### config.mk
export PLATFORM = sky130hd
export DESIGN_NAME = ufas_front
export DESIGN_NICKNAME = d
export VERILOG_FILES = /design/src/rtl/core/ufas_pkg.sv /design/src/rtl/core/ufas_front.sv
export SDC_FILE = /design/constraint.sdc
export NUM_CORES = 1
export LEC_CHECK = 0
export BUFFER_PORTS_ARGS = -buffer_cell sky130_fd_sc_hd__buf_4
export CORE_MARGIN = 10
export CORE_UTILIZATION = 40
export DETAILED_ROUTE_END_ITERATION = 8
export PLACE_DENSITY = 0.7
export SLEW_MARGIN = 20
export SYNTH_ARGS = -nofsm -noshare
export SYNTH_HDL_FRONTEND = slang
export SYNTH_SLANG_ARGS = --single-unit
### constraint.sdc
create_clock -name vclk -period 4.6
set_clock_uncertainty 0.2 [all_clocks]
set_input_delay 0 -clock vclk [all_inputs]
set_output_delay 0 -clock vclk [all_outputs]
set_load 0.02 [all_outputs]
### src/rtl/core/ufas_pkg.sv
// ----------------------------------------------------------------------------
// ufas_pkg: shared types and codes of the unpacked float arithmetic core
// Operation codes, internal op kinds, the control word and default widths.
// ----------------------------------------------------------------------------
package ufas_pkg;

  localparam int FRAC_WIDTH_DEF = 32;   // default working fraction width
  localparam int FRAC_PORT_W    = 32;   // fraction width on the ports
  localparam int IN_EXP_W       = 9;
  localparam int EXP_W          = 11;

  // func codes on the input channel
  localparam logic [1:0] FUNC_ADD = 2'd0;
  localparam logic [1:0] FUNC_SUB = 2'd1;
  localparam logic [1:0] FUNC_MUL = 2'd2;
  localparam logic [1:0] FUNC_DIV = 2'd3;

  // effective operation after sign classification
  localparam logic [1:0] KIND_ADD = 2'd0;
  localparam logic [1:0] KIND_SUB = 2'd1;
  localparam logic [1:0] KIND_MUL = 2'd2;
  localparam logic [1:0] KIND_DIV = 2'd3;

  typedef struct packed {
    logic [1:0]              kind;
    logic                    neg;
    logic                    zero;
    logic signed [EXP_W-1:0] exp;
  } ufas_ctl_t;

  localparam int CTL_W = $bits(ufas_ctl_t);

endpackage

### src/rtl/core/ufas_front.sv
// ----------------------------------------------------------------------------
// ufas_front: operand classification
// Decodes the operation, restores hidden bits, orders operands and sets up
// exponent, sign and alignment shift for the back end.
// ----------------------------------------------------------------------------
module ufas_front #(
  parameter int FRAC_WIDTH = ufas_pkg::FRAC_WIDTH_DEF,
  localparam int SH_W      = $clog2(FRAC_WIDTH + 1)
) (
  input  logic [1:0]                          func,
  input  logic                                a_neg,
  input  logic signed [ufas_pkg::IN_EXP_W-1:0] a_exp,
  input  logic [FRAC_WIDTH-1:0]               a_frac,
  input  logic                                b_neg,
  input  logic signed [ufas_pkg::IN_EXP_W-1:0] b_exp,
  input  logic [FRAC_WIDTH-1:0]               b_frac,
  output ufas_pkg::ufas_ctl_t                 ctl,
  output logic [FRAC_WIDTH-1:0]               big,
  output logic [FRAC_WIDTH-1:0]               sml,
  output logic [SH_W-1:0]                     shamt
);

  localparam int EW = ufas_pkg::EXP_W;

  logic [FRAC_WIDTH-1:0] x, y;
  logic                  ae_gt, ae_eq, af_gt, do_add, swap, lt;
  logic signed [EW-1:0]  ae_x, be_x;
  logic [9:0]            diff;

  assign x     = {1'b1, a_frac[FRAC_WIDTH-1:1]};
  assign y     = {1'b1, b_frac[FRAC_WIDTH-1:1]};
  assign ae_gt = a_exp > b_exp;
  assign ae_eq = a_exp == b_exp;
  assign af_gt = a_frac > b_frac;
  assign lt    = x < y;
  assign ae_x  = EW'(a_exp);
  assign be_x  = EW'(b_exp);

  always_comb begin
    do_add   = (func == ufas_pkg::FUNC_ADD) ? (a_neg == b_neg) : (a_neg != b_neg);
    swap     = do_add ? !ae_gt : !(ae_gt || (ae_eq && af_gt));
    diff     = '0;
    ctl      = '0;
    big      = x;
    sml      = y;
    shamt    = '0;
    unique case (func)
      ufas_pkg::FUNC_ADD, ufas_pkg::FUNC_SUB: begin
        ctl.kind = do_add ? ufas_pkg::KIND_ADD : ufas_pkg::KIND_SUB;
        ctl.neg  = a_neg ^ (!do_add & swap);
        ctl.exp  = swap ? be_x : ae_x;
        big      = swap ? y : x;
        sml      = swap ? x : y;
        diff     = swap ? 10'(be_x - ae_x) : 10'(ae_x - be_x);
        shamt    = (diff >= 10'(FRAC_WIDTH)) ? SH_W'(FRAC_WIDTH) : SH_W'(diff);
      end
      ufas_pkg::FUNC_MUL: begin
        ctl.kind = ufas_pkg::KIND_MUL;
        ctl.neg  = a_neg ^ b_neg;
        ctl.exp  = ae_x + be_x + EW'(1);
      end
      ufas_pkg::FUNC_DIV: begin
        // pre-shift the divisor so the quotient comes out normalized
        ctl.kind = ufas_pkg::KIND_DIV;
        ctl.neg  = a_neg ^ b_neg;
        ctl.exp  = ae_x - be_x - EW'(lt);
        sml      = lt ? (y >> 1) : y;
      end
    endcase
  end

endmodule

==> Implementation_results.wiki <==
{| class="wikitable"
! Metric !! Value
|-
| Antenna violations before repair || 0
|-
| Maximum cell stage delay along the critical path || about 440 ps
|-
| Mean instance size in the synthesized netlist || roughly 6.6 um2
|-
| Post-synth cell types || between 60 and 70
|-
| Final HPWL DP || 13000 um
|-
| Highest-count cells in the layout ignoring fill and taps || 177 x sky130_fd_sc_hd__buf_4, 76 x sky130_fd_sc_hd__inv_1, 76 x sky130_fd_sc_hd__ha_1, 69 x sky130_fd_sc_hd__a21oi_1, 61 x sky130_fd_sc_hd__nand2_1
|-
| Data arrival, critical path || ~4100 ps
|-
| Count of clock buffers in the final design || 0
|-
| Detailed Route Iter0 Violations || between 300 and 400
|-
| Number of detailed-route iterations in the first pass || 6
|-
| Gr usage total || 0.189
|-
| Number of warnings issued by yosys || 0
|-
| Crit Path Max Fanout || 3
|-
| Via count of the first global-routing pass || between 5000 and 6000
|-
| Worst Setup End Kind || output pin
|-
| Worst hold margin || roughly 140 ps
|-
| Power after layout || just over 1 mW
|-
| Worst Max-Slew Pin Slew || 980 ps
|-
| Cell area after synthesis || 4340 um2
|-
| Ant diodes || 0
|-
| Final core utilization || 0.541
|-
| I/O Pins || 171
|-
| Number of nets with antenna violations after detailed routing || 0
|-
| Port Buffer Count || 169
|-
| Setup violators final || 0
|-
| FFs & Latches || 0
|-
| Final hold violations || 0
|-
| Core box area || ~10000 um2
|-
| Share of final-layout standard cells stronger than drive strength 1 || 0.257
|-
| Part of the cycle the worst path needs || 0.936
|-
| Routed WL per cell || 17.0 um
|-
| Ordered cell list for the critical path || buf_4, inv_1, ha_1, a21o_1, a21oi_1, o21ai_0, o311ai_2, nor2b_4, fa_1, ha_1, nor2_1, fa_2, a21boi_2, o21ai_1, a21bo_2, a21oi_2, o21ai_0, nand2b_1, a2111oi_2, o2bb2ai_1, o21bai_1, buf_4
|-
| Largest net degree at the start of global routing || 78
|-
| Initial core utilization || 0.415
|-
| Area occupied by registers || 0 um2
|-
| Number of nets produced by synthesis || 828
|-
| Leading area contributor after synthesis || sky130_fd_sc_hd__ha_1
|-
| Die area || roughly 15000 um2
|-
| Routability cong. || 0.893
|-
| Shortest period the worst path allows || 4300 ps
|-
| Maximum clock rate || 232 MHz
|-
| Via count of the routed design || 5254
|-
| Sequential area share after synthesis || 0
|-
| Top cells by area in the synthesized netlist || sky130_fd_sc_hd__ha_1 22%, sky130_fd_sc_hd__a21oi_1 8.2%, sky130_fd_sc_hd__o21ai_0 7.0%
|-
| Overall die height || 124 um
|-
| Standard-cell rows || 37
|-
| Crit path launch type || primary input
|-
| Outcome || finished clean
|-
| Worst max-slew margin expressed relative to the limit || 0.346
|-
| Worst hold path class || in -> out
|-
| Cell Pwr Density || 181 nW/um2
|-
| Net count, final || 967
|-
| Number of max-capacitance violations reported || 0
|-
| Mean number of vias per cell || 5.63
|-
| Slowest library cell on the worst path || sky130_fd_sc_hd__fa_1
|-
| Total congestion overflow after global routing || 0
|-
| Number of max-slew violations in the final report || 0
|-
| Horizontal die dimension || around 120 um
|-
| Wire length reported by the detailed router || approximately 16000 um
|-
| Worst voltage drop across the vdd grid || 0.102 mV
|-
| TNS Setup || 0 ps
|-
| Classification of the worst setup path || in -> out
|-
| Number of standard cells after synthesis || between 600 and 700
|-
| Critical Path RT || 4400 ps
|-
| Layout filler cell count || around 1100
|-
| Wire length of the first global-routing pass || 24900 um
|-
| Cell leakage power || between 2 and 3 nW
|-
| Area share of the largest cell type after synthesis || 0.219
|-
| Drc violations || 0
|-
| Commonest non-fill, non-tap cell in the layout || sky130_fd_sc_hd__buf_4
|-
| Area added between synthesis and finish || 30.5%
|}
[what timing repair did]
item                                    CTS  global route
buffers inserted                          0             1
endpoints found under the setup margin    0             5
hold buffers                              0             0
resized for setup                         0            17
endpoints found under the hold margin     0             0
[routing by layer]
layer / vias up / share of wire / global-route usage
met3: 24 / 0.075 / 0.0235
met5: - / 0 / 0
met1: 2419 / 0.40 / 0.224
met4: 0 / 0.019 / 0.0403
met2: 192 / 0.50 / 0.352
li1: 2619 / - / -
[path summary, 6_finish.rpt]
path,start,to,slack [ps],cells after the start
max,b_frac[14],ctl[10],300,22
min,a_frac[12],big[11],140,4
[power breakdown]
| part | internal, mW | total, mW | switching (mW) |
|---|---|---|---|
| clock | 0 | 0 | 0 |
| combinational | 0.418 | 1.03 | 0.610 |
| sequential | 0 | 0 | 0 |
| total | 0.418 | 1.03 | 0.610 |
[through the flow]
step                setup slack (ps)  instances  area, um2
floorplan                        629        661       4340
global placement                 166        933       5610
detailed placement              75.0        933       5610
CTS                             31.0        933       5610
global route                   -14.0        934       5660
finish                           296        934       5660
[synth_stat cells, drive strengths merged, types with 6 or more instances]
library cell / instances
inv: 77
ha: 76
a21oi: 73
nand2: 63
o21ai: 63
nor2: 58
a211oi: 29
mux2i: 29
clkbuf: 24
nand3: 17
xnor2: 17
buf: 16
nor3: 12
a31oi: 11
nand4: 11
o21bai: 9
a21o: 7
o32ai: 7
o211ai: 6
[cells by family (layout without fill, tap and decap cells)]
family / count (synthesis) / in the layout / share of synthesized area
adder cells (fa/ha/maj): 81 / 81 / 0.242
XOR/XNOR: 19 / 19 / 0.0401
multiplexers: 29 / 29 / 0.0669
AO/OA/AOI/OAI: 228 / 228 / 0.336
buffers and inverters: 120 / 257 / 0.121
other: 2 / 2 / 0.00173
AND/OR/NAND/NOR: 182 / 182 / 0.193
[area by class of cell]
cell class | count | area (um2) | share of cell area
Inverter | 80 | 300 | 0.0530
Multi-Input combinational cell | 541 | 3860 | 0.682
Timing Repair Buffer | 177 | 1330 | 0.235
Tap cell | 136 | 170 | 0.0300
[worst max-delay path, delay by kind of cell]
family          cells  cell delay (ps)
buf+inv             3              360
simple gates        3              480
compound gates     12             2140
fa+ha+maj           4             1130
Power figures use the tool's default switching activity.
