<file path="src/rtl/core/ufas_queue.sv">
// ----------------------------------------------------------------------------
// ufas_queue: short register queue
// Decouples the classifying front end from the execution pipeline.
// ----------------------------------------------------------------------------
module ufas_queue #(
  parameter int WIDTH = 8,
  parameter int DEPTH = 2
) (
  input  logic             clk,
  input  logic             rst_n,
  input  logic             push,
  input  logic [WIDTH-1:0] push_data,
  output logic             full,
  input  logic             pop,
  output logic             vld,
  output logic [WIDTH-1:0] pop_data
);

  localparam int PTR_W = $clog2(DEPTH);
  localparam int CNT_W = $clog2(DEPTH + 1);

  logic [WIDTH-1:0] mem_r [DEPTH];
  logic [PTR_W-1:0] wr_ptr_r, wr_ptr_nxt, rd_ptr_r, rd_ptr_nxt;
  logic [CNT_W-1:0] cnt_r, cnt_nxt;

  assign full     = cnt_r == CNT_W'(DEPTH);
  assign vld      = cnt_r != '0;
  assign pop_data = mem_r[rd_ptr_r];

  always_comb begin
    wr_ptr_nxt = wr_ptr_r;
    rd_ptr_nxt = rd_ptr_r;
    cnt_nxt    = cnt_r;
    if (push) begin
      wr_ptr_nxt = (wr_ptr_r == PTR_W'(DEPTH - 1)) ? '0 : wr_ptr_r + PTR_W'(1);
    end
    if (pop) begin
      rd_ptr_nxt = (rd_ptr_r == PTR_W'(DEPTH - 1)) ? '0 : rd_ptr_r + PTR_W'(1);
    end
    if (push && !pop) begin
      cnt_nxt = cnt_r + CNT_W'(1);
    end else if (pop && !push) begin
      cnt_nxt = cnt_r - CNT_W'(1);
    end
  end

  always_ff @(posedge clk) begin
    if (!rst_n) begin
      wr_ptr_r <= '0;
      rd_ptr_r <= '0;
      cnt_r    <= '0;
    end else begin
      wr_ptr_r <= wr_ptr_nxt;
      rd_ptr_r <= rd_ptr_nxt;
      cnt_r    <= cnt_nxt;
    end
  end

  always_ff @(posedge clk) begin
    if (push) begin
      mem_r[wr_ptr_r] <= push_data;
    end
  end

endmodule

</file>
<file path="config.mk">
export PLATFORM = sky130hd
export DESIGN_NAME = ufas_queue
export DESIGN_NICKNAME = d
export VERILOG_FILES = /design/src/rtl/core/ufas_queue.sv
export SDC_FILE = /design/constraint.sdc
export NUM_CORES = 1
export LEC_CHECK = 0
export ABC_AREA = 1
export BUFFER_PORTS_ARGS = -buffer_cell sky130_fd_sc_hd__buf_2
export CAP_MARGIN = 20
export CORE_MARGIN = 4
export CORE_UTILIZATION = 39
export DETAILED_ROUTE_END_ITERATION = 6
export PLACE_DENSITY = 0.72
export SLEW_MARGIN = 40
export SYNTH_ARGS = -nofsm -noshare
export SYNTH_HDL_FRONTEND = slang
export SYNTH_SLANG_ARGS = --single-unit
</file>
<file path="constraint.sdc">
create_clock -name clk -period 1.4 [get_ports clk]
set_input_delay 0.07 -clock clk [delete_from_list [all_inputs] [get_ports clk]]
set_output_delay 0.07 -clock clk [all_outputs]
set_load 0.005 [all_outputs]
</file>
==> summary.txt, run 1 <==
Status
  • Outcome: complete, no violations

Pwr
  • Lkg Pwr: 0.494 nW
  • PnR Total Power: 1.18 mW
  • Worst vdd ir: 0.000811 V
  • Power Density: 1070 nW/um2

Timing
  • Max-slew headroom: 80.1%
  • Fin Setup TNS: 0 ps
  • Minimum clock period after layout: 1300 ps
  • Worst-Margin Slew: 298 ps
  • Final Cycle Share: 92.7%
  • Setup violators final: 0
  • Final Skew: 5.06 ps
  • Hold Vio Cnt, Final: 0
  • RSZ-0062 raised after global routing: false
  • Fmax: 770 MHz
  • Max Slew Vio Count: 0
  • Worst hold slack: 26.5 ps

Finish
  • Final Cell Area: 1100 um2
  • Ratio of cells with drive above 1 in the final layout: 39.4%
  • Nets: 108
  • Layout area overhead: 30.2%
  • Final core utilization: 54.8%
  • Ant. Diodes: 0

Setup path
  • Register-to-Register Path Depth: 2
  • Critical Path RT: 1330 ps
  • Critical path class: flip-flop to output port
  • Reg-to-reg endpoint: mem_r[1][6]
  • CP delay by family, top: flip-flops
  • Worst reg2reg startpoint: wr_ptr_r
  • Crit path max fanout: 8
  • Max incr delay on CP: 340 ps
  • Cell depth of the worst setup path: 3
  • Endpoint type of the worst setup path: output port
  • CP arrival: 1230 ps
  • CP Cell Sequence: buf_6 > mux2_4 > buf_2
  • CP Launch Type: flip-flop
  • FF-to-FF setup slack: 400 ps
  • Buf/Inv on CP: 2
  • CP max-delay cell: dfxtp_1
  • Worst Setup EP: pop_data[4]

Die
  • Initial core utilization: 42.1%
  • IO Count: 22
  • Core area: 2000 um2
  • DIE WIDTH: 54.5 um
  • Rows: 16
  • Die H: 54.5 um
  • Die Area: 2970 um2

Route
  • ANT nets after route: 0
  • WL met3: 103 um
  • Remaining DRCs: 0
  • Top sig layer: met4
  • Wire length on met1: 502 um
  • WL per Instance: 10.5 um
  • Vias: 526
  • Drt pass-1 iters: 3
  • Drt total wl: 1270 um
  • Vias per Instance: 4.35
  • WL met2: 646 um
  • DRT iter0 DRCs: 4

Global routing
  • Largest net degree at the start of global routing: 13
  • Vias in the first global route: 517
  • First-pass GRT wire length: 2020 um
  • Initial antenna violation count: 0
  • Global Route Usage Sum: 10.2%
  • GR Overflow Total: 0

Yosys
  • Synth Warn #: 0
  • Cell variety after synth: 14
  • Cells after Synth: 60
  • Area of the mapped netlist: 842 um2
  • Sequential cell area fraction in the yosys report: 68.9%
  • Seq cells post-synth: 21
  • Avg Inst Size Synth: 14.0 um2
  • Synth Net Count: 73

Clock tree
  • CTS Buf Count: 3
  • Clk pin slew, worst setup/hold paths: 110 ps
  • CTS tree: yes
  • TritonCTS Sinks: 21
  • Root Driver: clkbuf_4
  • Deepest clock path buffer count: 2
  • H-Tree Depth: 1
  • Clk_lat worst skew: 300 ps
  • Post CTS Setup Buffer Count: 0

Min path
  • Worst hold path class: input port to flip-flop

Place
  • I/O Buffers: 21
  • Post-DP HPWL: 978 um
  • DP Area: 985 um2
  • GP Congestion: 0.704

Job
  • Max cap viols: 0
-- cells in the final DEF, fill, tap and decap left out, drive strengths merged --
| cell | synthesis | layout |
|---|---|---|
| buf | 1 | 23 |
| a21oi | 1 | 1 |
| inv | 8 | 8 |
| nand2 | 9 | 9 |
| nor2 | 8 | 8 |
| dfxtp | 5 | 5 |
| o21ai | 1 | 1 |
| dlygate4sd3 | 0 | 8 |
| clkinv | 0 | 1 |
| nand4 | 1 | 1 |
| edfxtp | 16 | 16 |
| ha | 1 | 1 |
| mux2 | 8 | 8 |
| clkbuf | 0 | 3 |
| nand3 | 1 | 1 |
-- where the power goes --
group	internal (mW)	leakage [nW]	switching, mW
Clock	0.106	0.0177	0.167
Combinational	0.101	0.284	0.0787
Sequential	0.711	0.192	0.0138
-- layer usage --
layer | vias to the layer above | global-route usage [%]
met4 | 0 | 3.73
met3 | 4 | 5.18
met2 | 20 | 18.5
li1 | 273 | -
met1 | 229 | 9.77
met5 | - | 0
-- synthesized netlist by cell type --
master	number	area, um2
nor2_1	8	30.0
nand4_1	1	6.26
nand3_1	1	5.00
inv_1	7	26.3
a21oi_1	1	5.00
o21ai_0	1	5.00
mux2_4	8	120
nand2_2	1	6.26
inv_2	1	3.75
buf_6	1	11.3
dfxtp_1	5	100
edfxtp_1	16	480
nand2_1	8	30.0
ha_1	1	12.5
-- worst register-to-register path, stage by stage (launching register included) --
cell	delay, ps
dfxtp_1	370
nand2_1	80
inv_1	240
-- final cells by class --
class,instances,area (um2)
tap,27,33.8
fill,175,906
timing repair buffer,31,204
multi-input combinational,30,220
clock buffer,3,22.5
inverter,8,30.0
clock inverter,1,5.00
sequential,21,581
-- how the worst min path moves through the flow --
stage                     slack [ps]     endpoint    startpoint  cells after the start
after floorplan                  170  mem_r[0][0]  push_data[0]                      0
after global placement           260  mem_r[0][1]  push_data[1]                      1
after detailed placement         260  mem_r[0][6]  push_data[6]                      1
after CTS                         10     cnt_r[1]         rst_n                      3
after global routing               4     cnt_r[1]         rst_n                      3
final                             30     cnt_r[1]         rst_n                      3
-- kinds of logic after synthesis --
group	after synthesis	synth area share, %
and+or+nand+nor	19	9.21
adders and majority gates	1	1.49
AOI/OAI and AO/OA	2	1.19
muxes	8	14.3
buffers and inverters	9	4.90
DFF	21	68.9
-- flip-flops by register name, indices dropped and copies added (netlist names), named ones only --
| name | cells |
|---|---|
| mem_r | 16 |
| cnt_r | 2 |
| rd_ptr_r | 1 |
| wr_ptr_r | 1 |
-- through the flow --
stage,cells,setup slack [ps]
detailed placement,109,386
CTS,121,57.6
global placement,109,413
floorplan,60,342
global route,121,24.9
finish,121,102
-- timing repair --
| item | in CTS | in global routing |
|---|---|---|
| gates resized for setup | 0 | 1 |
| endpoints found under the hold margin | 16 | 0 |
| setup endpoints to repair | 0 | 1 |
| hold buffers | 8 | 0 |
Power figures use the tool's default switching activity.
==> run 2: changes to the inputs <==
--- a/config.mk
+++ b/config.mk
@@ -8,10 +8,12 @@
 export ABC_AREA = 1
 export BUFFER_PORTS_ARGS = -buffer_cell sky130_fd_sc_hd__buf_2
 export CAP_MARGIN = 20
+export CELL_PAD_IN_SITES_DETAIL_PLACEMENT = 1
+export CELL_PAD_IN_SITES_GLOBAL_PLACEMENT = 1
 export CORE_MARGIN = 4
 export CORE_UTILIZATION = 39
 export DETAILED_ROUTE_END_ITERATION = 6
-export PLACE_DENSITY = 0.72
+export PLACE_DENSITY = 0.84
 export SLEW_MARGIN = 40
 export SYNTH_ARGS = -nofsm -noshare
 export SYNTH_HDL_FRONTEND = slang
==> run 2 against run 1 <==
Worst hold slack better by 9.8 ps. Register-to-register slack worse by 40 ps. Sequential share of layout area up 0.67 points. Wire length up 26%. Die area unchanged. Clock power about the same. Power up 0.10%. Final cell count down 0.83%. Non-clock buffer count down 1. First-iteration DRC count up 25%. Via count up 4.2%. Highest routed layer unchanged. Utilization down 0.56 points.
==> summary.txt, run 2 (synthesis results as in run 1) <==
Status
  • Outcome: complete, no violations

Finish
  • Commonest non-fill, non-tap cell in the layout: buf_2
  • Nets: 107
  • FILL cells: 226
  • Max reg flops: 16
  • Layout area overhead: 28.8%
  • Register area: 582 um2
  • Commonest cells after routing, fill and taps aside: 21 x buf_2, 16 x edfxtp_1
  • Multi-input logic area: 220 um2
  • Top reg by flops: mem_r
  • Ant. Diodes: 0
  • Top Registers: mem_r (16), cnt_r (2)
  • Ratio of cells with drive above 1 in the final layout: 38.7%

Route
  • DRT iter0 DRCs: 5
  • Drt pass-1 iters: 4
  • WL per Instance: 13.4 um
  • Drt total wl: 1600 um
  • Vias: 548
  • Vias per Instance: 4.57
  • Remaining DRCs: 0
  • ANT nets after route: 0

Pwr
  • Power Density: 1090 nW/um2
  • PnR Total Power: 1.18 mW
  • Lkg Pwr: 0.485 nW
  • Worst vdd ir: 0.000525 V

Place
  • GP Congestion: 0.653
  • Post-DP HPWL: 1150 um
  • I/O Buffers: 21
  • Worst slack, placed: 240 ps

Die
  • Core area: 2000 um2
  • DIE WIDTH: 54.5 um
  • Die Area: 2970 um2
  • Initial core utilization: 42.1%
  • IO Count: 22
  • Rows: 16
  • Die H: 54.5 um

Timing
  • Hold Vio Cnt, Final: 0
  • Final Skew: 4.20 ps
  • Max Slew Vio Count: 0
  • Fin Setup TNS: 0 ps
  • Worst-Margin Slew: 325 ps
  • Max-slew headroom: 78.3%
  • Final Cycle Share: 95.0%
  • RSZ-0062 raised after global routing: false
  • Minimum clock period after layout: 1330 ps
  • Final worst slack: 69.8 ps
  • Setup violators final: 0
  • Fmax: 752 MHz

Clock tree
  • Deepest clock path buffer count: 2
  • Clk pin slew, worst setup/hold paths: 110 ps
  • H-Tree Depth: 1
  • CTS tree: yes
  • CTS Buf Count: 3
  • TritonCTS Sinks: 21
  • Clk_lat worst skew: 290 ps
  • Root Driver: clkbuf_4

Setup path
  • Crit path max fanout: 8
  • CP arrival: 1260 ps
  • FF-to-FF setup slack: 360 ps
  • Worst Setup EP: pop_data[4]
  • Critical path class: flip-flop to output port
  • Endpoint type of the worst setup path: output port
  • Reg-to-reg endpoint: mem_r[1][3]
  • Register-to-Register Path Depth: 2
  • CP Launch Type: flip-flop
  • Critical Path RT: 1330 ps
  • Worst reg2reg startpoint: wr_ptr_r

Global routing
  • Vias in the first global route: 614
  • GR Overflow Total: 0
  • Largest net degree at the start of global routing: 12
  • First-pass GRT wire length: 2520 um
  • Initial antenna violation count: 0
  • Global Route Usage Sum: 12.7%

Min path
  • Hold_sp: rst_n
  • Hold path depth: 3
  • Worst hold path class: input port to flip-flop

Job
  • Max cap viols: 0
run 2: worst min-delay path by stage:
stage | end | slack, ps
3_3_place_gp | mem_r[0][4] | 260
4_1_cts | wr_ptr_r | 40
6_report | wr_ptr_r | 40
3_5_place_dp | mem_r[1][4] | 260
5_1_grt | wr_ptr_r | 30
2_1_floorplan | mem_r[0][0] | 170
run 2: report_power, final:
part / internal, mW / switching [mW] / leakage [nW]
clock network: 0.111 / 0.160 / 0.0150
registers: 0.711 / 0.0235 / 0.192
logic: 0.0969 / 0.0764 / 0.278
run 2: routing by layer:
metal	part of all wire (%)	GRT usage, %
met1	39	11.5
met2	54	25.7
met3	5.2	2.72
met4	1.9	6.22
met5	0	0
run 2: repair_timing:
action	4_1_cts	5_1_grt
buffers inserted	0	0
hold endpoints to repair	16	0
gates resized for setup	1	0
endpoints found under the setup margin	8	0
hold buffers	8	0
run 2: stage by stage:
step / hold slack, ps / instances / area [um2] / util, %
5_1_grt: 34.1 / 120 / 1080 / 54.2
4_1_cts: 40.5 / 120 / 1080 / 54.2
3_3_place_gp: 259 / 108 / 977 / 48.8
6_report: 36.2 / 120 / 1080 / 54.2
3_5_place_dp: 263 / 108 / 977 / 48.8
2_1_floorplan: 169 / 60 / 842 / -
run 2: worst max-delay path, stage by stage (launching register included):
cell	delay, ps
dfxtp_2	510
mux2_4	330
buf_2	130
run 2: area by class of cell:
| cell class | count | share of cell area (%) |
|---|---|---|
| clock buffer | 4 | 2.42 |
| multi-input combinational | 30 | 20.3 |
| timing repair buffer | 30 | 17.8 |
| inverter | 8 | 2.77 |
| sequential | 21 | 53.6 |
| tap | 27 | 3.11 |
==> run 3: changes to the inputs <==
--- a/config.mk
+++ b/config.mk
@@ -12,7 +12,10 @@
 export CELL_PAD_IN_SITES_GLOBAL_PLACEMENT = 1
 export CORE_MARGIN = 4
 export CORE_UTILIZATION = 39
+export CTS_CLUSTER_DIAMETER = 60
 export DETAILED_ROUTE_END_ITERATION = 6
+export HOLD_SLACK_MARGIN = 0.08
+export MAX_ROUTING_LAYER = met4
 export PLACE_DENSITY = 0.84
 export SLEW_MARGIN = 40
 export SYNTH_ARGS = -nofsm -noshare
==> run 3 against run 2 <==
Via count is 2.7% higher. Global-route usage increased by 0.84 points. Final area grew 2.8%. Power is 0.83% higher. Sequential share of layout area down 1.4 points. Flip-flop and latch count stayed put. Combinational power is 5% higher. Clock skew grew 0.76 ps. Critical endpoint unchanged. Largest power group unchanged.
==> summary.txt, run 3 (synthesis results as in run 1) <==
Finish
  • Final Cell Area: 1110 um2
  • Max reg flops: 16
  • Ant. Diodes: 0
  • Commonest non-fill, non-tap cell in the layout: buf_2
  • Top Registers: mem_r (16), cnt_r (2)
  • Commonest cells after routing, fill and taps aside: 21 x buf_2, 16 x edfxtp_1, 11 x dlygate4sd3_1
  • Top reg by flops: mem_r
  • Nets: 110
  • Ratio of cells with drive above 1 in the final layout: 37.5%
  • Layout area overhead: 32.4%
  • Final core utilization: 55.7%
  • FILL cells: 226

Route
  • Vias per Instance: 4.58
  • Vias: 563
  • DRT iter0 DRCs: 5
  • Drt total wl: 1630 um
  • WL per Instance: 13.3 um
  • Drt pass-1 iters: 2
  • Remaining DRCs: 0
  • ANT nets after route: 0

Global routing
  • Largest net degree at the start of global routing: 12
  • Initial antenna violation count: 0
  • First-pass GRT wire length: 2620 um
  • Most used routing layer: met2
  • GR Overflow Total: 0
  • Global Route Usage Sum: 13.5%
  • Vias in the first global route: 649
  • Met3 usage: 2.72%
  • Met2 Use GR: 27.1%
  • Met1 track demand over resource: 11.7%

Setup path
  • Critical path class: flip-flop to output port
  • Critical Path RT: 1330 ps
  • CP max-delay cell: dfxtp_2
  • CP delay by family, top: flip-flops
  • CP arrival: 1250 ps
  • Max incr delay on CP: 500 ps
  • Crit path max fanout: 8
  • CP Launch Type: flip-flop
  • Endpoint type of the worst setup path: output port
  • CP Cell Sequence: mux2_4 > buf_2
  • Buf/Inv on CP: 1

Clock tree
  • CTS Buf Count: 3
  • TritonCTS Sinks: 21
  • Clk pin slew, worst setup/hold paths: 110 ps
  • Post CTS Setup Buffer Count: 0
  • Root Driver: clkbuf_4
  • Clk_lat worst skew: 290 ps
  • Deepest clock path buffer count: 2
  • CTS tree: yes
  • H-Tree Depth: 1

Die
  • Rows: 16
  • Die Area: 2970 um2
  • DIE WIDTH: 54.5 um
  • Core area: 2000 um2
  • Initial core utilization: 42.1%
  • IO Count: 22
  • Die H: 54.5 um

Timing
  • Final Skew: 4.96 ps
  • Final Cycle Share: 94.3%
  • Hold Vio Cnt, Final: 0
  • Minimum clock period after layout: 1320 ps
  • Max Slew Vio Count: 0
  • Fin Setup TNS: 0 ps
  • Worst-Margin Slew: 325 ps
  • RSZ-0062 raised after global routing: false
  • Max-slew headroom: 78.3%
  • Fmax: 757 MHz
  • Setup violators final: 0

Pwr
  • P_sw: 0.263 mW
  • Clock network power share: 22.9%
  • PnR Total Power: 1.19 mW
  • Switching Fraction: 22.1%
  • Comb pwr share: 15.3%
  • Int Power: 0.925 mW
  • Worst vdd ir: 0.000537 V
  • Reg power frac: 61.8%
  • Power Density: 1070 nW/um2
  • Lkg Pwr: 0.499 nW

Place
  • GP Congestion: 0.659
  • I/O Buffers: 21
  • Post-DP HPWL: 1150 um
  • DP Area: 977 um2

Job
  • Max cap viols: 0

Status
  • Outcome: complete, no violations

Min path
  • Worst hold path class: input port to flip-flop
[run 3: cell types whose count changed in the layout (fill, tap and decap cells not counted), sizes merged]
| cell | delta |
|---|---|
| dlygate4sd3 | +3 |
[run 3: power by group through the flow]
stage,Sequential [mW],Combinational [mW],Clock (mW)
floorplan,0.736,0.101,0
global placement,0.746,0.147,0
detailed placement,0.748,0.157,0
CTS,0.735,0.182,0.275
global route,0.740,0.201,0.316
finish,0.735,0.181,0.272
[run 3: per-layer routing]
layer / up-vias / wire length (um)
met5: - / 0
met4: 0 / 31
met3: 4 / 86
met2: 20 / 889
met1: 266 / 627
li1: 273 / -
[run 3: area by class of cell]
type,instances,area (um2),area share (%)
Clock buffer,4,26.3,2.36
Inverter,8,30.0,2.69
Timing Repair Buffer,33,223,20.0
Sequential cell,21,582,52.2
Tap cell,27,33.8,3.03
Multi-Input combinational cell,30,220,19.8
[run 3: repair_timing]
| item | in CTS | in global routing |
|---|---|---|
| endpoints found under the setup margin | 8 | 0 |
| endpoints found under the hold margin | 20 | 0 |
| gates resized for setup | 1 | 0 |
| hold buffers | 11 | 0 |
[run 3: worst paths after layout]
kind / to / slack [ps] / cells past startpoint / startpoint
worst min register to register: rd_ptr_r / 520 / 2 / rd_ptr_r
worst max register to register: wr_ptr_r / 200 / 4 / wr_ptr_r
worst max-delay path: pop_data[4] / 80 / 2 / flip-flop
worst min-delay path: cnt_r[0] / 180 / 3 / push
[run 3: stage by stage]
stage / instances / hold slack (ps) / setup WS, ps
after floorplan: 60 / 169 / 342
after global placement: 108 / 259 / 257
after detailed placement: 108 / 263 / 240
after CTS: 123 / 185 / 70.5
after global routing: 123 / 192 / 10.9
final: 123 / 183 / 79.3
[run 3: worst min-delay path, stage by stage]
cell and delay, ps:
buf_2 110, ha_1 180, a21oi_1 70
